<file path="config.mk">
export PLATFORM = sky130hd
export DESIGN_NAME = multichannel_volume_controller
export DESIGN_NICKNAME = d
export VERILOG_FILES = /design/src/design/mvc_pkg.sv /design/src/design/multichannel_volume_controller.sv
export SDC_FILE = /design/constraint.sdc
export NUM_CORES = 1
export LEC_CHECK = 0
export BUFFER_PORTS_ARGS = -buffer_cell sky130_fd_sc_hd__buf_4
export CORE_MARGIN = 4
export CORE_UTILIZATION = 60
export CTS_CLUSTER_SIZE = 12
export DETAILED_ROUTE_END_ITERATION = 10
export GPL_ROUTABILITY_DRIVEN = 0
export PLACE_DENSITY = 0.75
export SLEW_MARGIN = 20
export SYNTH_ARGS = -nofsm -noshare
export SYNTH_HDL_FRONTEND = slang
export SYNTH_SLANG_ARGS = --single-unit
</file>
<file path="constraint.sdc">
create_clock -name clock -period 12.7 [get_ports clock]
set_input_delay 0.635 -clock clock [delete_from_list [all_inputs] [get_ports clock]]
set_output_delay 0.635 -clock clock [all_outputs]
set_load 0.005 [all_outputs]
</file>
<file path="src/design/mvc_pkg.sv">
// ----------------------------------------------------------------------------
// mvc_pkg
// Types, request and status codes, and the volume-to-attenuation table
// shared by the multichannel volume controller.
// ----------------------------------------------------------------------------
package mvc_pkg;

   localparam int MASK_W = 6;

   localparam logic [2:0] REQ_SET_VOLUME   = 3'd0;
   localparam logic [2:0] REQ_STEP_VOLUME  = 3'd1;
   localparam logic [2:0] REQ_SET_OFFSET   = 3'd2;
   localparam logic [2:0] REQ_RESET_OFFSET = 3'd3;
   localparam logic [2:0] REQ_SET_MUTE     = 3'd4;
   localparam logic [2:0] REQ_QUERY        = 3'd5;

   localparam logic [1:0] STAT_OK       = 2'd0;
   localparam logic [1:0] STAT_BAD_ARG  = 2'd1;
   localparam logic [1:0] STAT_INACTIVE = 2'd2;

   localparam logic [2:0] CSR_ACTIVE_MASK  = 3'd0;
   localparam logic [2:0] CSR_OFFSET_LIMIT = 3'd1;
   localparam logic [2:0] CSR_LINEAR       = 3'd2;
   localparam logic [2:0] CSR_BOOT_VOLUME  = 3'd3;
   localparam logic [2:0] CSR_BOOT_MUTE    = 3'd4;

   localparam logic [6:0] VOL_MAX     = 7'd100;
   localparam logic [6:0] OFS_CAP     = 7'd78;
   localparam logic [6:0] BOOT_VOLUME = 7'd50;
   localparam logic       BOOT_MUTE   = 1'b0;

   // floor(x / 100) == (x * RECIP) >> RECIP_SHIFT for x < 2^14
   localparam logic [13:0] RECIP       = 14'd10486;
   localparam int          RECIP_SHIFT = 20;

   localparam logic [6:0] LOG_TABLE [0:100] = '{
      7'd79, 7'd79, 7'd79, 7'd78, 7'd78, 7'd78, 7'd77, 7'd77, 7'd77, 7'd76,
      7'd76, 7'd75, 7'd75, 7'd74, 7'd74, 7'd73, 7'd73, 7'd72, 7'd72, 7'd71,
      7'd71, 7'd70, 7'd70, 7'd69, 7'd68, 7'd68, 7'd67, 7'd66, 7'd66, 7'd65,
      7'd64, 7'd64, 7'd63, 7'd62, 7'd62, 7'd61, 7'd60, 7'd59, 7'd59, 7'd58,
      7'd57, 7'd56, 7'd56, 7'd55, 7'd54, 7'd53, 7'd52, 7'd52, 7'd51, 7'd50,
      7'd49, 7'd48, 7'd47, 7'd47, 7'd46, 7'd45, 7'd44, 7'd43, 7'd42, 7'd41,
      7'd40, 7'd39, 7'd38, 7'd37, 7'd36, 7'd35, 7'd34, 7'd33, 7'd32, 7'd31,
      7'd30, 7'd29, 7'd28, 7'd27, 7'd26, 7'd25, 7'd24, 7'd23, 7'd22, 7'd21,
      7'd20, 7'd19, 7'd18, 7'd17, 7'd16, 7'd15, 7'd14, 7'd13, 7'd12, 7'd11,
      7'd10, 7'd9,  7'd8,  7'd7,  7'd6,  7'd5,  7'd4,  7'd3,  7'd2,  7'd1,
      7'd0
   };

   typedef enum logic [2:0] {
      S_IDLE,
      S_BASE,
      S_DIV,
      S_READ,
      S_WRITE,
      S_QUERY
   } state_type;

endpackage

</file>
<file path="src/design/multichannel_volume_controller.sv">
// ----------------------------------------------------------------------------
// multichannel_volume_controller
// Master volume / per-channel offset controller. Offsets and last written
// attenuations live in two small synchronous memories; a refresh walks the
// channels, reads each active entry, clamps base minus offset and writes it back.
// ----------------------------------------------------------------------------
// channel   handshake              payload
// req       req_valid / req_ready  req_type .. req_mute_on
// rsp       rsp_valid / rsp_ready  rsp_status .. rsp_last
// csr       csr_write_en           csr_index, csr_wdata
//
// Rejected, mute and status-only requests are answered straight from idle.
// Query: one memory read, then S_QUERY. Refresh: S_BASE and S_DIV form the base
// attenuation, then S_READ and S_WRITE per active channel, S_READ only per skipped one.
// Memory valid bits clear at reset; no clearing pass. A full result
// register stalls the scan on the current channel.
// ----------------------------------------------------------------------------
module multichannel_volume_controller
   import mvc_pkg::*;
#(
   parameter int NUM_CHANNELS = 6,
   parameter int MAX_ATTEN    = 79
) (
   input  logic              clock,
   input  logic              reset,

   input  logic              req_valid,
   output logic              req_ready,
   input  logic [2:0]        req_type,
   input  logic [7:0]        req_volume,
   input  logic signed [8:0] req_step,
   input  logic [2:0]        req_channel,
   input  logic signed [7:0] req_offset,
   input  logic              req_mute_on,

   output logic              rsp_valid,
   input  logic              rsp_ready,
   output logic [1:0]        rsp_status,
   output logic              rsp_write_valid,
   output logic [2:0]        rsp_out_channel,
   output logic [6:0]        rsp_attenuation,
   output logic signed [7:0] rsp_channel_offset,
   output logic [6:0]        rsp_volume_level,
   output logic              rsp_muted,
   output logic              rsp_last,

   input  logic              csr_write_en,
   input  logic [2:0]        csr_index,
   input  logic [6:0]        csr_wdata
);

   localparam int          IDX_W   = (NUM_CHANNELS > 1) ? $clog2(NUM_CHANNELS) : 1;
   localparam logic [6:0]  ATTEN_M = 7'(MAX_ATTEN);
   localparam logic [IDX_W-1:0] LAST_IDX = IDX_W'(NUM_CHANNELS - 1);

   // configuration
   logic [MASK_W-1:0] mask_ff;
   logic [6:0]        limit_ff;
   logic              linear_ff;

   // state
   state_type         state_ff, state_in;
   logic [6:0]        master_ff, master_in;
   logic              mute_ff, mute_in;
   logic [IDX_W-1:0]  scan_ff, scan_in;
   logic [13:0]       prod_ff, prod_in;
   logic [6:0]        base_ff, base_in;

   // memories
   logic signed [7:0] ofs_mem [NUM_CHANNELS];
   logic [6:0]        atn_mem [NUM_CHANNELS];
   logic [NUM_CHANNELS-1:0] ofs_vld_ff;
   logic [NUM_CHANNELS-1:0] atn_vld_ff;
   logic signed [7:0] ofs_rd_ff;
   logic [6:0]        atn_rd_ff;
   logic              ofs_rdv_ff;
   logic              atn_rdv_ff;
   logic              rd_en;
   logic [IDX_W-1:0]  rd_addr;
   logic              atn_we;
   logic [6:0]        atn_wdata;

   // result register
   logic              rsp_valid_ff;
   logic              rsp_load;
   logic [1:0]        rsp_status_ff, rsp_status_in;
   logic              rsp_wv_ff, rsp_wv_in;
   logic [2:0]        rsp_ch_ff, rsp_ch_in;
   logic [6:0]        rsp_atn_ff, rsp_atn_in;
   logic signed [7:0] rsp_ofs_ff, rsp_ofs_in;
   logic [6:0]        rsp_mv_ff, rsp_mv_in;
   logic              rsp_mu_ff, rsp_mu_in;
   logic              rsp_last_ff, rsp_last_in;

   // request decode
   logic [NUM_CHANNELS-1:0] active_vec;
   logic              req_fire, out_free;
   logic [6:0]        lim;
   logic signed [8:0] ofs9, lim9;
   logic              ofs_bad, step_bad;
   logic signed [9:0] nv;
   logic [6:0]        nv_clamp;
   logic              ch_in_range;
   logic [IDX_W-1:0]  ch_idx;
   logic [1:0]        ch_status;
   logic              go_refresh, go_query, dec_scan;
   logic [1:0]        dec_status;
   logic [6:0]        dec_master;
   logic              dec_mute;
   logic              ofs_wr, ofs_clear;

   // scan datapath
   logic [27:0]       quot_full;
   logic [7:0]        quot;
   logic [6:0]        base_sel;
   logic signed [7:0] ofs_eff;
   logic signed [9:0] t_raw;
   logic [6:0]        t_clamp;
   logic              is_last;
   logic [NUM_CHANNELS-1:0] above;

   for (genvar i = 0; i < NUM_CHANNELS; i++) begin : g_active
      if (i < MASK_W) begin : g_bit
         assign active_vec[i] = mask_ff[i];
      end else begin : g_none
         assign active_vec[i] = 1'b0;
      end
   end

   assign req_fire = req_valid && req_ready;
   assign out_free = !rsp_valid_ff || rsp_ready;

   // ---------------- request decode ----------------
   assign lim      = (limit_ff > OFS_CAP) ? OFS_CAP : limit_ff;
   assign ofs9     = {req_offset[7], req_offset};
   assign lim9     = {2'b00, lim};
   assign ofs_bad  = (ofs9 > lim9) || (ofs9 < -lim9);
   assign step_bad = (req_step > 9'sd100) || (req_step < -9'sd100);
   assign nv       = $signed({3'b000, master_ff}) + $signed({req_step[8], req_step});
   assign nv_clamp = (nv < 10'sd0) ? 7'd0 :
                     (nv > $signed({3'b000, VOL_MAX})) ? VOL_MAX : nv[6:0];

   assign ch_in_range = (req_channel != 3'd0) && ({1'b0, req_channel} <= 4'(NUM_CHANNELS));
   assign ch_idx      = IDX_W'(req_channel - 3'd1);
   assign ch_status   = !ch_in_range ? STAT_BAD_ARG :
                        (active_vec[ch_idx] ? STAT_OK : STAT_INACTIVE);

   always_comb begin
      go_refresh = 1'b0;
      go_query   = 1'b0;
      dec_status = STAT_OK;
      dec_master = master_ff;
      dec_mute   = mute_ff;
      ofs_wr     = 1'b0;
      ofs_clear  = 1'b0;
      case (req_type)
         REQ_SET_VOLUME: begin
            if (req_volume > {1'b0, VOL_MAX}) begin
               dec_status = STAT_BAD_ARG;
            end else begin
               dec_master = req_volume[6:0];
               go_refresh = 1'b1;
            end
         end
         REQ_STEP_VOLUME: begin
            if (step_bad) begin
               dec_status = STAT_BAD_ARG;
            end else if (req_step != 9'sd0) begin
               dec_master = nv_clamp;
               go_refresh = 1'b1;
            end
         end
         REQ_SET_OFFSET: begin
            if (ofs_bad) begin
               dec_status = STAT_BAD_ARG;
            end else if (ch_status != STAT_OK) begin
               dec_status = ch_status;
            end else begin
               ofs_wr     = 1'b1;
               go_refresh = 1'b1;
            end
         end
         REQ_RESET_OFFSET: begin
            ofs_clear  = 1'b1;
            go_refresh = 1'b1;
         end
         REQ_SET_MUTE: begin
            dec_mute = req_mute_on;
         end
         REQ_QUERY: begin
            if (ch_status != STAT_OK) begin
               dec_status = ch_status;
            end else begin
               go_query = 1'b1;
            end
         end
         default: begin
            dec_status = STAT_BAD_ARG;
         end
      endcase
   end

   assign dec_scan  = go_refresh && (|active_vec);
   assign master_in = req_fire ? dec_master : master_ff;
   assign mute_in   = req_fire ? dec_mute : mute_ff;

   // ---------------- scan datapath ----------------
   assign quot_full = 28'(prod_ff) * 28'(RECIP);
   assign quot      = 8'(quot_full >> RECIP_SHIFT);
   assign base_sel  = linear_ff ? ((quot > {1'b0, ATTEN_M}) ? ATTEN_M : quot[6:0])
                                : ((LOG_TABLE[master_ff] > ATTEN_M) ? ATTEN_M
                                                                    : LOG_TABLE[master_ff]);

   assign ofs_eff = ofs_rdv_ff ? ofs_rd_ff : 8'sd0;
   assign t_raw   = $signed({3'b000, base_ff}) - $signed({{2{ofs_eff[7]}}, ofs_eff});
   assign t_clamp = (t_raw < 10'sd0) ? 7'd0 :
                    (t_raw > $signed({3'b000, ATTEN_M})) ? ATTEN_M : t_raw[6:0];

   assign above   = (active_vec >> scan_ff) >> 1;
   assign is_last = (above == '0);

   // ---------------- next state ----------------
   always_comb begin
      state_in = state_ff;
      case (state_ff)
         S_IDLE: begin
            if (req_fire && dec_scan) begin
               state_in = S_BASE;
            end else if (req_fire && go_query) begin
               state_in = S_QUERY;
            end
         end
         S_BASE:  state_in = S_DIV;
         S_DIV:   state_in = S_READ;
         S_READ: begin
            if (active_vec[scan_ff]) begin
               state_in = S_WRITE;
            end
         end
         S_WRITE: begin
            if (out_free) begin
               state_in = is_last ? S_IDLE : S_READ;
            end
         end
         S_QUERY: begin
            if (out_free) begin
               state_in = S_IDLE;
            end
         end
         default: state_in = S_IDLE;
      endcase
   end

   // ---------------- outputs ----------------
   always_comb begin
      req_ready     = 1'b0;
      rd_en         = 1'b0;
      rd_addr       = scan_ff;
      atn_we        = 1'b0;
      atn_wdata     = t_clamp;
      scan_in       = scan_ff;
      prod_in       = prod_ff;
      base_in       = base_ff;
      rsp_load      = 1'b0;
      rsp_status_in = STAT_OK;
      rsp_wv_in     = 1'b0;
      rsp_ch_in     = 3'd0;
      rsp_atn_in    = 7'd0;
      rsp_ofs_in    = 8'sd0;
      rsp_mv_in     = master_ff;
      rsp_mu_in     = mute_ff;
      rsp_last_in   = 1'b1;
      case (state_ff)
         S_IDLE: begin
            req_ready = out_free;
            scan_in   = '0;
            rd_addr   = ch_idx;
            if (req_fire && go_query) begin
               rd_en   = 1'b1;
               scan_in = ch_idx;
            end
            if (req_fire && !dec_scan && !go_query) begin
               rsp_load      = 1'b1;
               rsp_status_in = dec_status;
               rsp_mv_in     = dec_master;
               rsp_mu_in     = dec_mute;
            end
         end
         S_BASE: begin
            prod_in = 14'(VOL_MAX - master_ff) * 14'(ATTEN_M);
         end
         S_DIV: begin
            base_in = base_sel;
         end
         S_READ: begin
            if (active_vec[scan_ff]) begin
               rd_en = 1'b1;
            end else begin
               scan_in = scan_ff + 1'b1;
            end
         end
         S_WRITE: begin
            if (out_free) begin
               atn_we      = 1'b1;
               rsp_load    = 1'b1;
               rsp_wv_in   = 1'b1;
               rsp_ch_in   = 3'(scan_ff) + 3'd1;
               rsp_atn_in  = t_clamp;
               rsp_ofs_in  = ofs_eff;
               rsp_last_in = is_last;
               if (!is_last && (scan_ff != LAST_IDX)) begin
                  scan_in = scan_ff + 1'b1;
               end
            end
         end
         S_QUERY: begin
            if (out_free) begin
               rsp_load   = 1'b1;
               rsp_ch_in  = 3'(scan_ff) + 3'd1;
               rsp_atn_in = atn_rdv_ff ? atn_rd_ff : ATTEN_M;
               rsp_ofs_in = ofs_eff;
            end
         end
         default: begin
            scan_in = '0;
         end
      endcase
   end

   // ---------------- registers ----------------
   always_ff @(posedge clock) begin
      if (reset) begin
         mask_ff   <= '1;
         limit_ff  <= 7'd0;
         linear_ff <= 1'b0;
      end else if (csr_write_en) begin
         case (csr_index)
            CSR_ACTIVE_MASK:  mask_ff   <= csr_wdata[MASK_W-1:0];
            CSR_OFFSET_LIMIT: limit_ff  <= csr_wdata;
            CSR_LINEAR:       linear_ff <= csr_wdata[0];
            // boot-value writes are ignored; reset loads the BOOT_VOLUME and BOOT_MUTE constants
            CSR_BOOT_VOLUME, CSR_BOOT_MUTE: ;
            default: ;
         endcase
      end
   end

   always_ff @(posedge clock) begin
      if (reset) begin
         state_ff     <= S_IDLE;
         master_ff    <= (BOOT_VOLUME > VOL_MAX) ? VOL_MAX : BOOT_VOLUME;
         mute_ff      <= BOOT_MUTE;
         scan_ff      <= '0;
         rsp_valid_ff <= 1'b0;
         ofs_vld_ff   <= '0;
         atn_vld_ff   <= '0;
      end else begin
         state_ff  <= state_in;
         master_ff <= master_in;
         mute_ff   <= mute_in;
         scan_ff   <= scan_in;
         if (rsp_load) begin
            rsp_valid_ff <= 1'b1;
         end else if (rsp_ready) begin
            rsp_valid_ff <= 1'b0;
         end
         if (req_fire && ofs_clear) begin
            ofs_vld_ff <= '0;
         end else if (req_fire && ofs_wr) begin
            ofs_vld_ff[ch_idx] <= 1'b1;
         end
         if (atn_we) begin
            atn_vld_ff[scan_ff] <= 1'b1;
         end
      end
   end

   always_ff @(posedge clock) begin
      prod_ff <= prod_in;
      base_ff <= base_in;
      if (rsp_load) begin
         rsp_status_ff <= rsp_status_in;
         rsp_wv_ff     <= rsp_wv_in;
         rsp_ch_ff     <= rsp_ch_in;
         rsp_atn_ff    <= rsp_atn_in;
         rsp_ofs_ff    <= rsp_ofs_in;
         rsp_mv_ff     <= rsp_mv_in;
         rsp_mu_ff     <= rsp_mu_in;
         rsp_last_ff   <= rsp_last_in;
      end
   end

   // offset memory
   always_ff @(posedge clock) begin
      if (req_fire && ofs_wr) begin
         ofs_mem[ch_idx] <= req_offset;
      end
      if (rd_en) begin
         ofs_rd_ff  <= ofs_mem[rd_addr];
         ofs_rdv_ff <= ofs_vld_ff[rd_addr];
      end
   end

   // attenuation memory
   always_ff @(posedge clock) begin
      if (atn_we) begin
         atn_mem[scan_ff] <= atn_wdata;
      end
      if (rd_en) begin
         atn_rd_ff  <= atn_mem[rd_addr];
         atn_rdv_ff <= atn_vld_ff[rd_addr];
      end
   end

   assign rsp_valid          = rsp_valid_ff;
   assign rsp_status         = rsp_status_ff;
   assign rsp_write_valid    = rsp_wv_ff;
   assign rsp_out_channel    = rsp_ch_ff;
   assign rsp_attenuation    = rsp_atn_ff;
   assign rsp_channel_offset = rsp_ofs_ff;
   assign rsp_volume_level   = rsp_mv_ff;
   assign rsp_muted          = rsp_mu_ff;
   assign rsp_last           = rsp_last_ff;

`ifndef SYNTHESIS
   a_master_range: assert property (@(posedge clock) disable iff (reset)
      master_ff <= VOL_MAX)
      else $error("master volume out of range");

   a_write_ok: assert property (@(posedge clock) disable iff (reset)
      rsp_valid && rsp_write_valid |-> rsp_status == STAT_OK && rsp_out_channel != 3'd0)
      else $error("write result without ok status or channel");

   a_atten_range: assert property (@(posedge clock) disable iff (reset)
      rsp_valid && rsp_write_valid |-> rsp_attenuation <= ATTEN_M)
      else $error("attenuation above maximum");

   a_no_accept_busy: assert property (@(posedge clock) disable iff (reset)
      state_ff != S_IDLE |-> !req_ready)
      else $error("request accepted during scan");
`endif

endmodule

</file>
==> impl_metrics.env <==
export IMPL_status="finished, final reports clean"
export IMPL_synth_ff_type="edfxtp_1"
export IMPL_synth_top_area_cell="edfxtp_1"
export IMPL_drt_vias_per_instance=5.71
export IMPL_track_usage_pct=24.8
export IMPL_min_period_ps=6370
export IMPL_antenna_found_initial=0
export IMPL_boundaryPins=79
export IMPL_cts_hold_buf=0
export IMPL_critPathLaunch="prod_ff[10]"
export IMPL_core_area_mm2=0.0242
export IMPL_final_hold_violation_count=0
export IMPL_ys_types=73
export IMPL_top_usage_layer="met2"
export IMPL_drtPass1Iterations=5
export IMPL_relSlewSlack_pct=33.0
export IMPL_grt_max_degree=51
export IMPL_drive_gt1_share_pct=9.88
export IMPL_avgRoutedWirePerCell_um=17.2
export IMPL_drv_cap=0
export IMPL_met3_usage_pct=3.22
export IMPL_grt_pass1_wl_um=53600
export IMPL_dp_hpwl_um=24500
export IMPL_yosysSeqAreaShare_pct=37.7
export IMPL_crit_required_ps=12850
export IMPL_crit_path_start_kind="flop"
export IMPL_r2r_start="prod_ff[10]"
export IMPL_grt_pass1_vias=10500
export IMPL_clock_path_buffers=2
export IMPL_path_clk_slew_ps=80
export IMPL_synth_top_area_share_pct=32.2
export IMPL_cts_root_buffer="clkbuf_16"
export IMPL_rows=57
export IMPL_synthToLayoutAreaGrowth_pct=10.5
export IMPL_final_setup_skew_ps=12.2
export IMPL_fmax_mhz=157
export IMPL_netlist_area_mm2=0.0147
export IMPL_worstPathMaxFanout=6
export IMPL_synth_area_leaders="edfxtp_1 (32%), ha_1 (14%), fa_1 (11%), inv_1 (5.7%), dfxtp_1 (5.6%)"
export IMPL_start_util_pct=60.8
export IMPL_post_cts_buffers=0
export IMPL_tightestPinTransition_ps=1000
export IMPL_grt_use_met1_pct=36.5
export IMPL_detail_route_antenna_nets=0
export IMPL_drc=0
export IMPL_die_area_mm2=0.0271
export IMPL_rsz0062_at_grt="false"
export IMPL_synthArstFlopShare_pct=0
export IMPL_critPathKind="reg -> reg"
export IMPL_fin_tns_setup_ps=0
export IMPL_crit_path_end_kind="flop"
export IMPL_num_nets_final=1812
export IMPL_ctsHtreeMaxLevel=4
export IMPL_hold_start="csr_wdata[2]"
export IMPL_drtIter0Drc=806
export IMPL_period_share_pct=50.2
export IMPL_insertion_delay_ps=440
export IMPL_fillers=1874
export IMPL_cts_buffers=17
export IMPL_route_vias_total=10600
export IMPL_cts_sinks=199
export IMPL_place_port_buffers=78
export IMPL_synth_edf_count=158
export IMPL_hp_class="in -> reg"
export IMPL_yosys_warnings=0
export IMPL_die_w_um=165
export IMPL_drt_wl_total_um=31900
export IMPL_die_h_um=165
export IMPL_finalMaxSlewViolations=0
export IMPL_diodes=0
export IMPL_syn_nets=1754
export IMPL_avgSynthCellArea_um2=10.1
export IMPL_cts_tree="built"
export IMPL_setup_violations_final=0
export IMPL_worstPathArrival_ps=6520
export IMPL_ctsResizeCount=0
export IMPL_grtUsageMet2_pct=40.0
export IMPL_syn_inst=1457
export IMPL_synth_seq_cells=199
export IMPL_gr_total_overflow=0
## final cells by class
class | instances | area [µm²] | share of cell area, %
Timing Repair Buffer | 87 | 653 | 4.01
Tap cell | 324 | 405 | 2.49
Clock inverter | 15 | 204 | 1.25
Clock buffer | 17 | 425 | 2.61
Multi-Input combinational cell | 987 | 8210 | 50.4
Sequential cell | 199 | 5570 | 34.1
Inverter | 223 | 837 | 5.14
## path summary, 6_finish.rpt
path	slack (ps)	cells after the start	endpoint
worst max register to register	6330	18	base_ff[1]
worst min-delay path	400	2	active_vec[2]
worst max-delay path	6330	18	base_ff[1]
worst min register to register	480	2	atn_vld_ff[4]
## metrics by stage
step                      cells  area [µm²]  worst slack [ps]  hold slack [ps]  utilization, %
after global placement     1820       15600              6590              446            64.5
after detailed placement   1820       15600              6390              453            64.5
after CTS                  1852       16300              6380              390            67.1
final                      1852       16300              6330              403            67.2
after floorplan            1457       14700              7070              440               -
after global routing       1852       16300              5890              403            67.2
## kinds of logic (layout without fill, tap and decap cells)
logic type	Yosys count	after routing	share of synthesized area, %
AO/OA/AOI/OAI	269	269	12.4
multiplexers	39	39	3.03
XOR/XNOR	41	41	2.44
adder cells (fa/ha/maj)	250	250	25.4
buffers and inverters	271	342	6.95
AND/OR/NAND/NOR	388	388	12.0
flip-flops	199	199	37.7
## state kept, by name, indices dropped and copies added (netlist names), 8 cells and up
register / flops
ofs_mem: 48
ofs_rd_ff: 8
atn_mem: 42
rsp_channel_offset: 8
prod_ff: 14
## cell usage after synthesis (9+ instances only)
cell	count
fa_1	83
xnor2_1	24
o21ai_0	60
mux2i_1	30
o211ai_1	22
o22ai_1	14
edfxtp_1	158
clkbuf_1	45
nand2b_1	17
a21oi_1	55
o21a_1	14
ha_1	167
nor2_1	104
inv_1	223
and3_1	13
a211o_1	9
a21o_1	15
nand2_1	148
xor2_1	17
nor2b_1	14
nand3_1	32
nor3_1	16
dfxtp_1	41
## routing by layer
layer	share of wire, %	vias up	routed length, µm
met1	46	5043	14800
met4	1.1	0	346
met2	47	316	14900
met3	5.6	29	1790
met5	0	-	0
li1	-	5184	-
## worst max-delay path, stage by stage (launching register included)
cell and delay (ps):
edfxtp_1 540, ha_1 360, inv_1 60, fa_1 530
inv_1 60, fa_1 490, inv_1 50, fa_1 460
fa_1 540, inv_1 50, ha_1 310, a211oi_1 240
o21ai_0 120, a221oi_1 480, a211oi_1 280, o41ai_1 660
nand3_1 130, a311oi_1 540, a22oi_1 170
## layout by cell type, fill, tap and decap left out, types with 13 or more instances in the layout
cell,instances
o21ai_0,60
nand3_1,32
edfxtp_1,158
nand2b_1,17
dfxtp_1,41
xor2_1,17
o21a_1,14
clkbuf_16,17
nor2b_1,14
xnor2_1,24
nand2_1,148
inv_1,223
o22ai_1,14
ha_1,167
buf_4,87
and3_1,13
mux2i_1,30
nor2_1,104
fa_1,83
a21o_1,14
nor3_1,14
a21oi_1,53
o211ai_1,22
Power is not shown: default switching activity piles up to over one toggle a cycle in this logic, so the estimate is an artifact.
